`src/hw/rtl/sha_pkg.sv`:
```
// sha-256 constants, types and round functions shared by the hasher modules
`timescale 1ns / 1ps

package sha_pkg;

	localparam int BLOCK_BITS = 512;
	localparam int NUM_WORDS  = 16;
	localparam int NUM_ROUNDS = 64;
	localparam int NUM_CHAIN  = 8;

	typedef logic [31:0] word_t;
	typedef logic [7:0]  byte_t;

	typedef struct packed {
		logic       start;
		logic       clear;
		logic [2:0] sel;
	} core_ctrl_t;

	localparam word_t INIT_H [NUM_CHAIN] = '{
		32'h6a09e667, 32'hbb67ae85, 32'h3c6ef372, 32'ha54ff53a,
		32'h510e527f, 32'h9b05688c, 32'h1f83d9ab, 32'h5be0cd19
	};

	localparam word_t ROUND_K [NUM_ROUNDS] = '{
		32'h428a2f98, 32'h71374491, 32'hb5c0fbcf, 32'he9b5dba5,
		32'h3956c25b, 32'h59f111f1, 32'h923f82a4, 32'hab1c5ed5,
		32'hd807aa98, 32'h12835b01, 32'h243185be, 32'h550c7dc3,
		32'h72be5d74, 32'h80deb1fe, 32'h9bdc06a7, 32'hc19bf174,
		32'he49b69c1, 32'hefbe4786, 32'h0fc19dc6, 32'h240ca1cc,
		32'h2de92c6f, 32'h4a7484aa, 32'h5cb0a9dc, 32'h76f988da,
		32'h983e5152, 32'ha831c66d, 32'hb00327c8, 32'hbf597fc7,
		32'hc6e00bf3, 32'hd5a79147, 32'h06ca6351, 32'h14292967,
		32'h27b70a85, 32'h2e1b2138, 32'h4d2c6dfc, 32'h53380d13,
		32'h650a7354, 32'h766a0abb, 32'h81c2c92e, 32'h92722c85,
		32'ha2bfe8a1, 32'ha81a664b, 32'hc24b8b70, 32'hc76c51a3,
		32'hd192e819, 32'hd6990624, 32'hf40e3585, 32'h106aa070,
		32'h19a4c116, 32'h1e376c08, 32'h2748774c, 32'h34b0bcb5,
		32'h391c0cb3, 32'h4ed8aa4a, 32'h5b9cca4f, 32'h682e6ff3,
		32'h748f82ee, 32'h78a5636f, 32'h84c87814, 32'h8cc70208,
		32'h90befffa, 32'ha4506ceb, 32'hbef9a3f7, 32'hc67178f2
	};

	localparam byte_t PAD_BYTE  = 8'h80;
	localparam byte_t ZERO_BYTE = 8'h00;

	function automatic word_t rotr(input word_t x, input int n);
		rotr = (x >> n) | (x << (32 - n));
	endfunction

	function automatic word_t big_sigma0(input word_t x);
		big_sigma0 = rotr(x, 2) ^ rotr(x, 13) ^ rotr(x, 22);
	endfunction

	function automatic word_t big_sigma1(input word_t x);
		big_sigma1 = rotr(x, 6) ^ rotr(x, 11) ^ rotr(x, 25);
	endfunction

	function automatic word_t small_sigma0(input word_t x);
		small_sigma0 = rotr(x, 7) ^ rotr(x, 18) ^ (x >> 3);
	endfunction

	function automatic word_t small_sigma1(input word_t x);
		small_sigma1 = rotr(x, 17) ^ rotr(x, 19) ^ (x >> 10);
	endfunction

endpackage

```
`src/hw/rtl/sha_stream_if.sv`:
```
// valid/ready channel interfaces for message bytes and digest words
`timescale 1ns / 1ps

interface sha_msg_if;
	logic       valid;
	logic       ready;
	logic [7:0] data_byte;
	logic       byte_present;
	logic       end_of_message;

	modport source (output valid, output data_byte, output byte_present,
		output end_of_message, input ready);
	modport sink (input valid, input data_byte, input byte_present,
		input end_of_message, output ready);
endinterface

interface sha_dig_if;
	logic        valid;
	logic        ready;
	logic [31:0] digest_word;
	logic [2:0]  word_index;
	logic        last_word;

	modport source (output valid, output digest_word, output word_index,
		output last_word, input ready);
	modport sink (input valid, input digest_word, input word_index,
		input last_word, output ready);
endinterface

```
`src/hw/rtl/sha_core.sv`:
```
// sha-256 compression core: one round per cycle over a 16-word schedule window
`timescale 1ns / 1ps

module sha_core import sha_pkg::*; (
	input  logic                  clk,
	input  logic                  arst_n,
	input  core_ctrl_t            ctrl,
	input  logic [BLOCK_BITS-1:0] block,
	output logic                  done,
	output word_t                 sel_word
);

	word_t      chain_q [NUM_CHAIN];
	word_t      v_q     [NUM_CHAIN];
	word_t      w_q     [NUM_WORDS];
	logic [5:0] rnd_q;
	logic       busy_q;
	logic       fin_q;

	word_t t1, t2, ch, mj, w_next;

	always_comb begin
		ch     = (v_q[4] & v_q[5]) ^ (~v_q[4] & v_q[6]);
		mj     = (v_q[0] & v_q[1]) ^ (v_q[0] & v_q[2]) ^ (v_q[1] & v_q[2]);
		t1     = v_q[7] + big_sigma1(v_q[4]) + ch + ROUND_K[rnd_q] + w_q[0];
		t2     = big_sigma0(v_q[0]) + mj;
		w_next = small_sigma1(w_q[14]) + w_q[9] + small_sigma0(w_q[1]) + w_q[0];
	end

	assign done     = fin_q;
	assign sel_word = chain_q[ctrl.sel];

	// control and chaining state
	always_ff @(posedge clk or negedge arst_n) begin
		if (!arst_n) begin
			busy_q  <= 1'b0;
			fin_q   <= 1'b0;
			rnd_q   <= '0;
			chain_q <= INIT_H;
		end else begin
			fin_q <= 1'b0;
			if (ctrl.clear) begin
				chain_q <= INIT_H;
			end else if (ctrl.start) begin
				busy_q <= 1'b1;
				rnd_q  <= '0;
			end else if (busy_q) begin
				rnd_q <= rnd_q + 6'd1;
				if (rnd_q == 6'(NUM_ROUNDS - 1)) begin
					busy_q <= 1'b0;
					fin_q  <= 1'b1;
				end
			end else if (fin_q) begin
				for (int i = 0; i < NUM_CHAIN; i++) begin
					chain_q[i] <= chain_q[i] + v_q[i];
				end
			end
		end
	end

	// working variables and schedule window
	always_ff @(posedge clk) begin
		if (ctrl.start) begin
			for (int i = 0; i < NUM_WORDS; i++) begin
				w_q[i] <= block[BLOCK_BITS-1-32*i -: 32];
			end
			v_q <= chain_q;
		end else if (busy_q) begin
			for (int i = 0; i < NUM_WORDS - 1; i++) begin
				w_q[i] <= w_q[i+1];
			end
			w_q[NUM_WORDS-1] <= w_next;
			v_q[7] <= v_q[6];
			v_q[6] <= v_q[5];
			v_q[5] <= v_q[4];
			v_q[4] <= v_q[3] + t1;
			v_q[3] <= v_q[2];
			v_q[2] <= v_q[1];
			v_q[1] <= v_q[0];
			v_q[0] <= t1 + t2;
		end
	end

endmodule

```
`src/hw/rtl/sha256_stream_hasher.sv`:
```
// top level of the sha-256 stream hasher: byte collection, padding and digest output
`timescale 1ns / 1ps

// Takes one message byte per transaction and returns the eight SHA-256 digest
// words after an end-of-message transaction. While a block fills, one byte is
// taken every cycle. The 64th byte of a block starts a compression in the
// shared round unit (load, 64 rounds, chain add), during which no byte is
// taken. At end of message the padding bytes are shifted into the block one per
// cycle (64 or 128 minus the bytes held), with one or two compressions, and the
// eight digest words then leave one per transaction, word 0 first. After the
// last word the chaining values and bit count return to their initial values.

module sha256_stream_hasher import sha_pkg::*; (
	input  logic     clk,
	input  logic     arst_n,
	sha_msg_if.sink  message,
	sha_dig_if.source digest
);

	localparam logic [2:0] S_IDLE  = 3'd0;
	localparam logic [2:0] S_PAD   = 3'd1;
	localparam logic [2:0] S_START = 3'd2;
	localparam logic [2:0] S_COMP  = 3'd3;
	localparam logic [2:0] S_OUT   = 3'd4;

	logic [2:0]            state_q;
	logic [5:0]            fill_q;
	logic [63:0]           len_q;
	logic                  pad_q;
	logic                  sent80_q;
	logic                  len_ok_q;
	logic                  final_q;
	logic [2:0]            idx_q;
	logic [BLOCK_BITS-1:0] blk_q;

	core_ctrl_t ctrl;
	logic       core_done;
	word_t      core_word;

	logic  in_take, out_take, shift_en;
	byte_t shift_byte, len_byte;

	assign message.ready = (state_q == S_IDLE);
	assign in_take       = message.valid && message.ready;
	assign digest.valid  = (state_q == S_OUT);
	assign out_take      = digest.valid && digest.ready;

	assign digest.digest_word = core_word;
	assign digest.word_index  = idx_q;
	assign digest.last_word   = (idx_q == 3'd7);

	assign ctrl.start = (state_q == S_START);
	assign ctrl.clear = out_take && (idx_q == 3'd7);
	assign ctrl.sel   = idx_q;

	// length bytes go out most significant first at block positions 56 to 63
	assign len_byte = len_q[{3'd7 - fill_q[2:0], 3'b000} +: 8];

	always_comb begin
		shift_en   = 1'b0;
		shift_byte = message.data_byte;
		if (state_q == S_IDLE) begin
			shift_en = in_take && message.byte_present;
		end else if (state_q == S_PAD) begin
			shift_en = 1'b1;
			priority if (!sent80_q) begin
				shift_byte = PAD_BYTE;
			end else if (len_ok_q && (fill_q >= 6'd56)) begin
				shift_byte = len_byte;
			end else begin
				shift_byte = ZERO_BYTE;
			end
		end
	end

	always_ff @(posedge clk) begin
		if (shift_en) begin
			blk_q <= {blk_q[BLOCK_BITS-9:0], shift_byte};
		end
	end

	always_ff @(posedge clk or negedge arst_n) begin
		if (!arst_n) begin
			state_q  <= S_IDLE;
			fill_q   <= '0;
			len_q    <= '0;
			pad_q    <= 1'b0;
			sent80_q <= 1'b0;
			len_ok_q <= 1'b0;
			final_q  <= 1'b0;
			idx_q    <= '0;
		end else begin
			if (shift_en) begin
				fill_q <= fill_q + 6'd1;
			end
			unique case (state_q)
				S_IDLE: begin
					if (in_take) begin
						sent80_q <= 1'b0;
						len_ok_q <= 1'b0;
						final_q  <= 1'b0;
						pad_q    <= message.end_of_message;
						if (message.byte_present) begin
							len_q <= len_q + 64'd8;
						end
						if (message.byte_present && (fill_q == 6'd63)) begin
							state_q <= S_START;
						end else if (message.end_of_message) begin
							state_q <= S_PAD;
						end
					end
				end
				S_PAD: begin
					if (!sent80_q) begin
						sent80_q <= 1'b1;
						if (fill_q < 6'd56) begin
							len_ok_q <= 1'b1;
						end
					end
					if (fill_q == 6'd63) begin
						state_q <= S_START;
						if (sent80_q && len_ok_q) begin
							final_q <= 1'b1;
						end
					end
				end
				S_START: begin
					state_q <= S_COMP;
				end
				S_COMP: begin
					if (core_done) begin
						// a block closed after the pad byte leaves room for the length
						if (pad_q && sent80_q) begin
							len_ok_q <= 1'b1;
						end
						priority if (final_q) begin
							state_q <= S_OUT;
							idx_q   <= '0;
						end else if (pad_q) begin
							state_q <= S_PAD;
						end else begin
							state_q <= S_IDLE;
						end
					end
				end
				S_OUT: begin
					if (out_take) begin
						idx_q <= idx_q + 3'd1;
						if (idx_q == 3'd7) begin
							state_q <= S_IDLE;
							len_q   <= '0;
							pad_q   <= 1'b0;
							final_q <= 1'b0;
						end
					end
				end
				default: begin
					state_q <= S_IDLE;
				end
			endcase
		end
	end

	sha_core u_core (
		.clk      (clk),
		.arst_n   (arst_n),
		.ctrl     (ctrl),
		.block    (blk_q),
		.done     (core_done),
		.sel_word (core_word)
	);

endmodule
```
`src/flat_wrapper.sv`:
```
// flat-port wrapper written by rule: the top's interface ports become plain ports
module sha256_stream_hasher_flat import sha_pkg::*;
  (clk, arst_n, message_valid, message_data_byte, message_byte_present, message_end_of_message, message_ready, digest_valid, digest_digest_word, digest_word_index, digest_last_word, digest_ready);
  sha_msg_if message_i ();
  sha_dig_if digest_i ();
  input  logic clk;
  input  logic arst_n;
  input wire logic [$bits(message_i.valid)-1:0] message_valid;
  input wire logic [$bits(message_i.data_byte)-1:0] message_data_byte;
  input wire logic [$bits(message_i.byte_present)-1:0] message_byte_present;
  input wire logic [$bits(message_i.end_of_message)-1:0] message_end_of_message;
  output wire logic [$bits(message_i.ready)-1:0] message_ready;
  output wire logic [$bits(digest_i.valid)-1:0] digest_valid;
  output wire logic [$bits(digest_i.digest_word)-1:0] digest_digest_word;
  output wire logic [$bits(digest_i.word_index)-1:0] digest_word_index;
  output wire logic [$bits(digest_i.last_word)-1:0] digest_last_word;
  input wire logic [$bits(digest_i.ready)-1:0] digest_ready;
  assign message_i.valid = message_valid;
  assign message_i.data_byte = message_data_byte;
  assign message_i.byte_present = message_byte_present;
  assign message_i.end_of_message = message_end_of_message;
  assign message_ready = message_i.ready;
  assign digest_valid = digest_i.valid;
  assign digest_digest_word = digest_i.digest_word;
  assign digest_word_index = digest_i.word_index;
  assign digest_last_word = digest_i.last_word;
  assign digest_i.ready = digest_ready;
  sha256_stream_hasher u_core (.clk(clk), .arst_n(arst_n), .message(message_i), .digest(digest_i));
endmodule
```
`config.mk`:
```
export PLATFORM = sky130hd
export DESIGN_NAME = sha256_stream_hasher_flat
export DESIGN_NICKNAME = d
export VERILOG_FILES = /design/src/hw/rtl/sha_pkg.sv /design/src/hw/rtl/sha_stream_if.sv /design/src/hw/rtl/sha_core.sv /design/src/hw/rtl/sha256_stream_hasher.sv /design/src/flat_wrapper.sv
export SDC_FILE = /design/constraint.sdc
export NUM_CORES = 2
export LEC_CHECK = 0
export ABC_AREA = 1
export BUFFER_PORTS_ARGS = -buffer_cell sky130_fd_sc_hd__clkbuf_2
export CAP_MARGIN = 10
export CORE_UTILIZATION = 57
export CTS_BUF_LIST = sky130_fd_sc_hd__clkbuf_4 sky130_fd_sc_hd__clkbuf_8
export CTS_CLUSTER_DIAMETER = 200
export DETAILED_ROUTE_END_ITERATION = 8
export PLACE_DENSITY = 0.73
export REMOVE_ABC_BUFFERS = 1
export SLEW_MARGIN = 20
export SYNTH_ARGS = -nofsm -noshare
export SYNTH_HDL_FRONTEND = slang
export SYNTH_SLANG_ARGS = --single-unit
```
`constraint.sdc`:
```
create_clock -name clk -period 16.1 [get_ports clk]
set_input_delay 1.61 -clock clk [delete_from_list [all_inputs] [get_ports clk]]
set_output_delay 1.61 -clock clk [all_outputs]
set_load 0.02 [all_outputs]
```
==> metrics.csv <==
stage,metric,value,unit
sta,Final Hold Viols,0,
clocking,clock latency on the worst-skew pair,1.04,ns
clocking,CTS buffer count,291,
worst_setup_path,CP max stage delay,0.58,ns
routing,drt drc,0,
global_routing,met2 Use GR,60.3,%
clocking,CTS max path bufs,4,
synth,post-synthesis instance total,11000,
flow_run,max-cap viol count,0,
synth,syn_area_per_cell,8.80,um2
synth,largest area contributor in the netlist,edfxtp_1,
clocking,Clock transition at path regs,0.06,ns
global_routing,largest net degree at the start of global routing,184,
clocking,postcts setup bufs,0,
finish,Layout Nets,11600,
synth,Post-synth ARST share,21.0,%
routing,Routed WL per cell,25.6,um
synth,Synth Flop Type,edfxtp_1,
clocking,clk root buf,clkbuf_8,
worst_setup_path,CP max FO,13,
synth,"Seq/Total Area, Yosys",48.7,%
synth,yosys warns,0,
global_routing,first-pass GRT wire length,500000,um
synth,"FF+latch count, synth",1621,
die,full die area,171000,um2
synth,most common cell in the netlist,nand2_1,
synth,Mapped Area,96700,um2
die,height of the die,414,um
die,CORE AREA,168000,um2
worst_setup_path,CP Class,reg -> reg,
finish,Synth-to-Final Area Change,7.88,%
clocking,H-tree levels,5,
die,standard-cell row count,150,
routing,initial DRC count,10200,
sta,Max Fclk,117,MHz
worst_setup_path,critical path arrival,9.24,ns
worst_setup_path,Crit path top cell by count,nand2_1,
worst_setup_path,Setup crit end,u_core.u_core.v_q[250],
die,boundary pin count,52,
sta,Rel. slew slack,15.2,%
worst_setup_path,Crit. End Element,flop,
global_routing,Top Usage Layer GRT,met2,
clocking,CTS tree,yes,
routing,DR pass1 iterations,7,
routing,Vias,82100,
clocking,clk sink count,1621,
synth,Synth top area share,39.7,%
placement,routability cong.,1.07,
sta,pins over their slew limit,0,
global_routing,initial antenna violation count,7,
sta,Final min period,8.53,ns
global_routing,met3 global-route usage,8.68,%
worst_setup_path,CP required,16.81,ns
synth,largest cells by area after synthesis,"edfxtp_1, nand2_1, dfrtp_1, ha_1, inv_1",
worst_setup_path,FF-to-FF End,u_core.u_core.v_q[250],
placement,PortBufs,51,
worst_setup_path,reg2reg path depth,40,
sta,clock skew,0.0740,ns
worst_setup_path,flop2flop setup slack,7.57,ns
worst_setup_path,worst r2r src,u_core.u_core.rnd_q[0],
sta,Worst Tran Pin Value,1.27,ns
sta,final period utilization,53.0,%
clocking,post-cts sizing count,0,
die,Initial Util,57.6,%
routing,drt via density,6.11,
routing,Final ANT Viol Nets,0,
synth,Post-synth EDFFs,1280,
global_routing,vias in the first global route,77900,
synth,Synth top cells by count,"nand2_1, edfxtp_1, inv_1, o21ai_0, a21oi_1",
routing,routed wire length,343000,um
worst_setup_path,crit path launch type,flop,
finish,share of cells above drive strength 1,7.15,%
sta,TNS Setup,0,ns
sta,RSZ-0062 raised after global routing,false,
sta,# setup viols final,0,
min_path,HP Class,reg -> reg,
run_status,outcome,finished clean,
worst_setup_path,Worst path slowest cell,dfrtp_1,
clocking,hold-fix buffers at CTS,0,
worst_setup_path,CP startpoint,u_core.u_core.rnd_q[0],
global_routing,global route overflow,0,
placement,Detailed Place HPWL,253000,um
die,die width,414,um
global_routing,GRT Util Overall,39.6,%
synth,synth unique cells,66,
global_routing,met1 usage,51.8,%
[cell type report]
type | instances | area (um2)
clock inverter | 83 | 512
antenna | 8 | 20.0
clock buffer | 406 | 4980
fill | 14400 | 63400
timing repair buffer | 129 | 918
inverter | 1279 | 4830
sequential | 1621 | 47100
tap | 2204 | 2760
multi-input combinational | 7694 | 43200
[per-stage QoR]
stage	cell area, um2	setup WS (ns)	utilization (%)	instances	hold slack (ns)
floorplan	95100	-49.00	-	10600	0.427
global placement	98800	7.83	58.9	12900	0.429
detailed placement	98800	7.78	58.9	12900	0.432
CTS	104000	7.65	62.2	13400	0.385
global route	104000	7.08	62.2	13400	0.401
finish	104000	7.57	62.2	13400	0.396
[worst min-delay path by stage]
stage	from	to	cells past startpoint
final	u_core.blk_q[451]	u_core.blk_q[459]	0
after global routing	u_core.blk_q[451]	u_core.blk_q[459]	0
after CTS	u_core.blk_q[451]	u_core.blk_q[459]	0
after detailed placement	u_core.blk_q[306]	u_core.blk_q[314]	0
after global placement	u_core.blk_q[62]	u_core.blk_q[70]	0
after floorplan	u_core.blk_q[92]	u_core.blk_q[100]	0
[state kept, by name, indices dropped and copies added, names as in the netlist]
signal                    count
u_core.u_core.done            1
u_core.pad_q                  1
u_core.len_q                 61
u_core.u_core.busy_q          1
u_core.sent80_q               1
u_core.u_core.v_q           256
u_core.blk_q                512
u_core.u_core.rnd_q           6
u_core.u_core.chain_q       256
u_core.u_core.w_q           512
u_core.digest.word_index      3
u_core.fill_q                 6
u_core.len_ok_q               1
u_core.state_q                3
u_core.final_q                1
[logic make-up (layout without fill, tap and decap cells)]
| family | Yosys count | after routing | share of synthesized area (%) |
|---|---|---|---|
| compound gates | 2166 | 2166 | 12.6 |
| xor+xnor | 425 | 425 | 3.85 |
| fa+ha+maj | 591 | 591 | 9.16 |
| buf+inv | 1674 | 1897 | 6.67 |
| flops | 1621 | 1621 | 48.7 |
| mux | 26 | 26 | 0.269 |
| other cells | 0 | 8 | 0 |
| simple gates | 4486 | 4486 | 18.7 |
[layer usage]
| metal | part of all wire, % | wire [um] | up-vias |
|---|---|---|---|
| li1 | - | - | 36900 |
| met3 | 10 | 34400 | 1033 |
| met2 | 44 | 152000 | 4600 |
| met1 | 39 | 133000 | 39500 |
| met4 | 7.1 | 24300 | 2 |
| met5 | 0.0038 | 13 | - |
[worst max-delay path, delay by kind of cell, from the launching register on]
kind / cells / cell delay [ns]
AOI/OAI and AO/OA: 6 / 1.05
buffers and inverters: 9 / 1.02
and+or+nand+nor: 17 / 2.35
DFF: 1 / 0.58
adders and majority gates: 7 / 2.86
xor gates and xnor gates: 1 / 0.30
[cell usage in the layout (no fill, tap or decap), types with 67 or more instances in the layout]
| cell type | count |
|---|---|
| a21o_1 | 67 |
| a21oi_1 | 684 |
| a31oi_1 | 79 |
| buf_4 | 72 |
| clkbuf_4 | 97 |
| clkbuf_8 | 309 |
| dfrtp_1 | 203 |
| dfstp_2 | 136 |
| edfxtp_1 | 1280 |
| fa_1 | 195 |
| ha_1 | 395 |
| inv_1 | 1261 |
| nand2_1 | 3169 |
| nand3_1 | 351 |
| nand4_1 | 104 |
| nor2_1 | 623 |
| nor3_1 | 115 |
| o21ai_0 | 864 |
| o21bai_1 | 72 |
| o22ai_1 | 99 |
| xnor2_1 | 173 |
| xor2_1 | 252 |
Power is left out: the tool's default activity adds up to more than one toggle a clock period on the data nets, which glitch-free logic cannot reach.
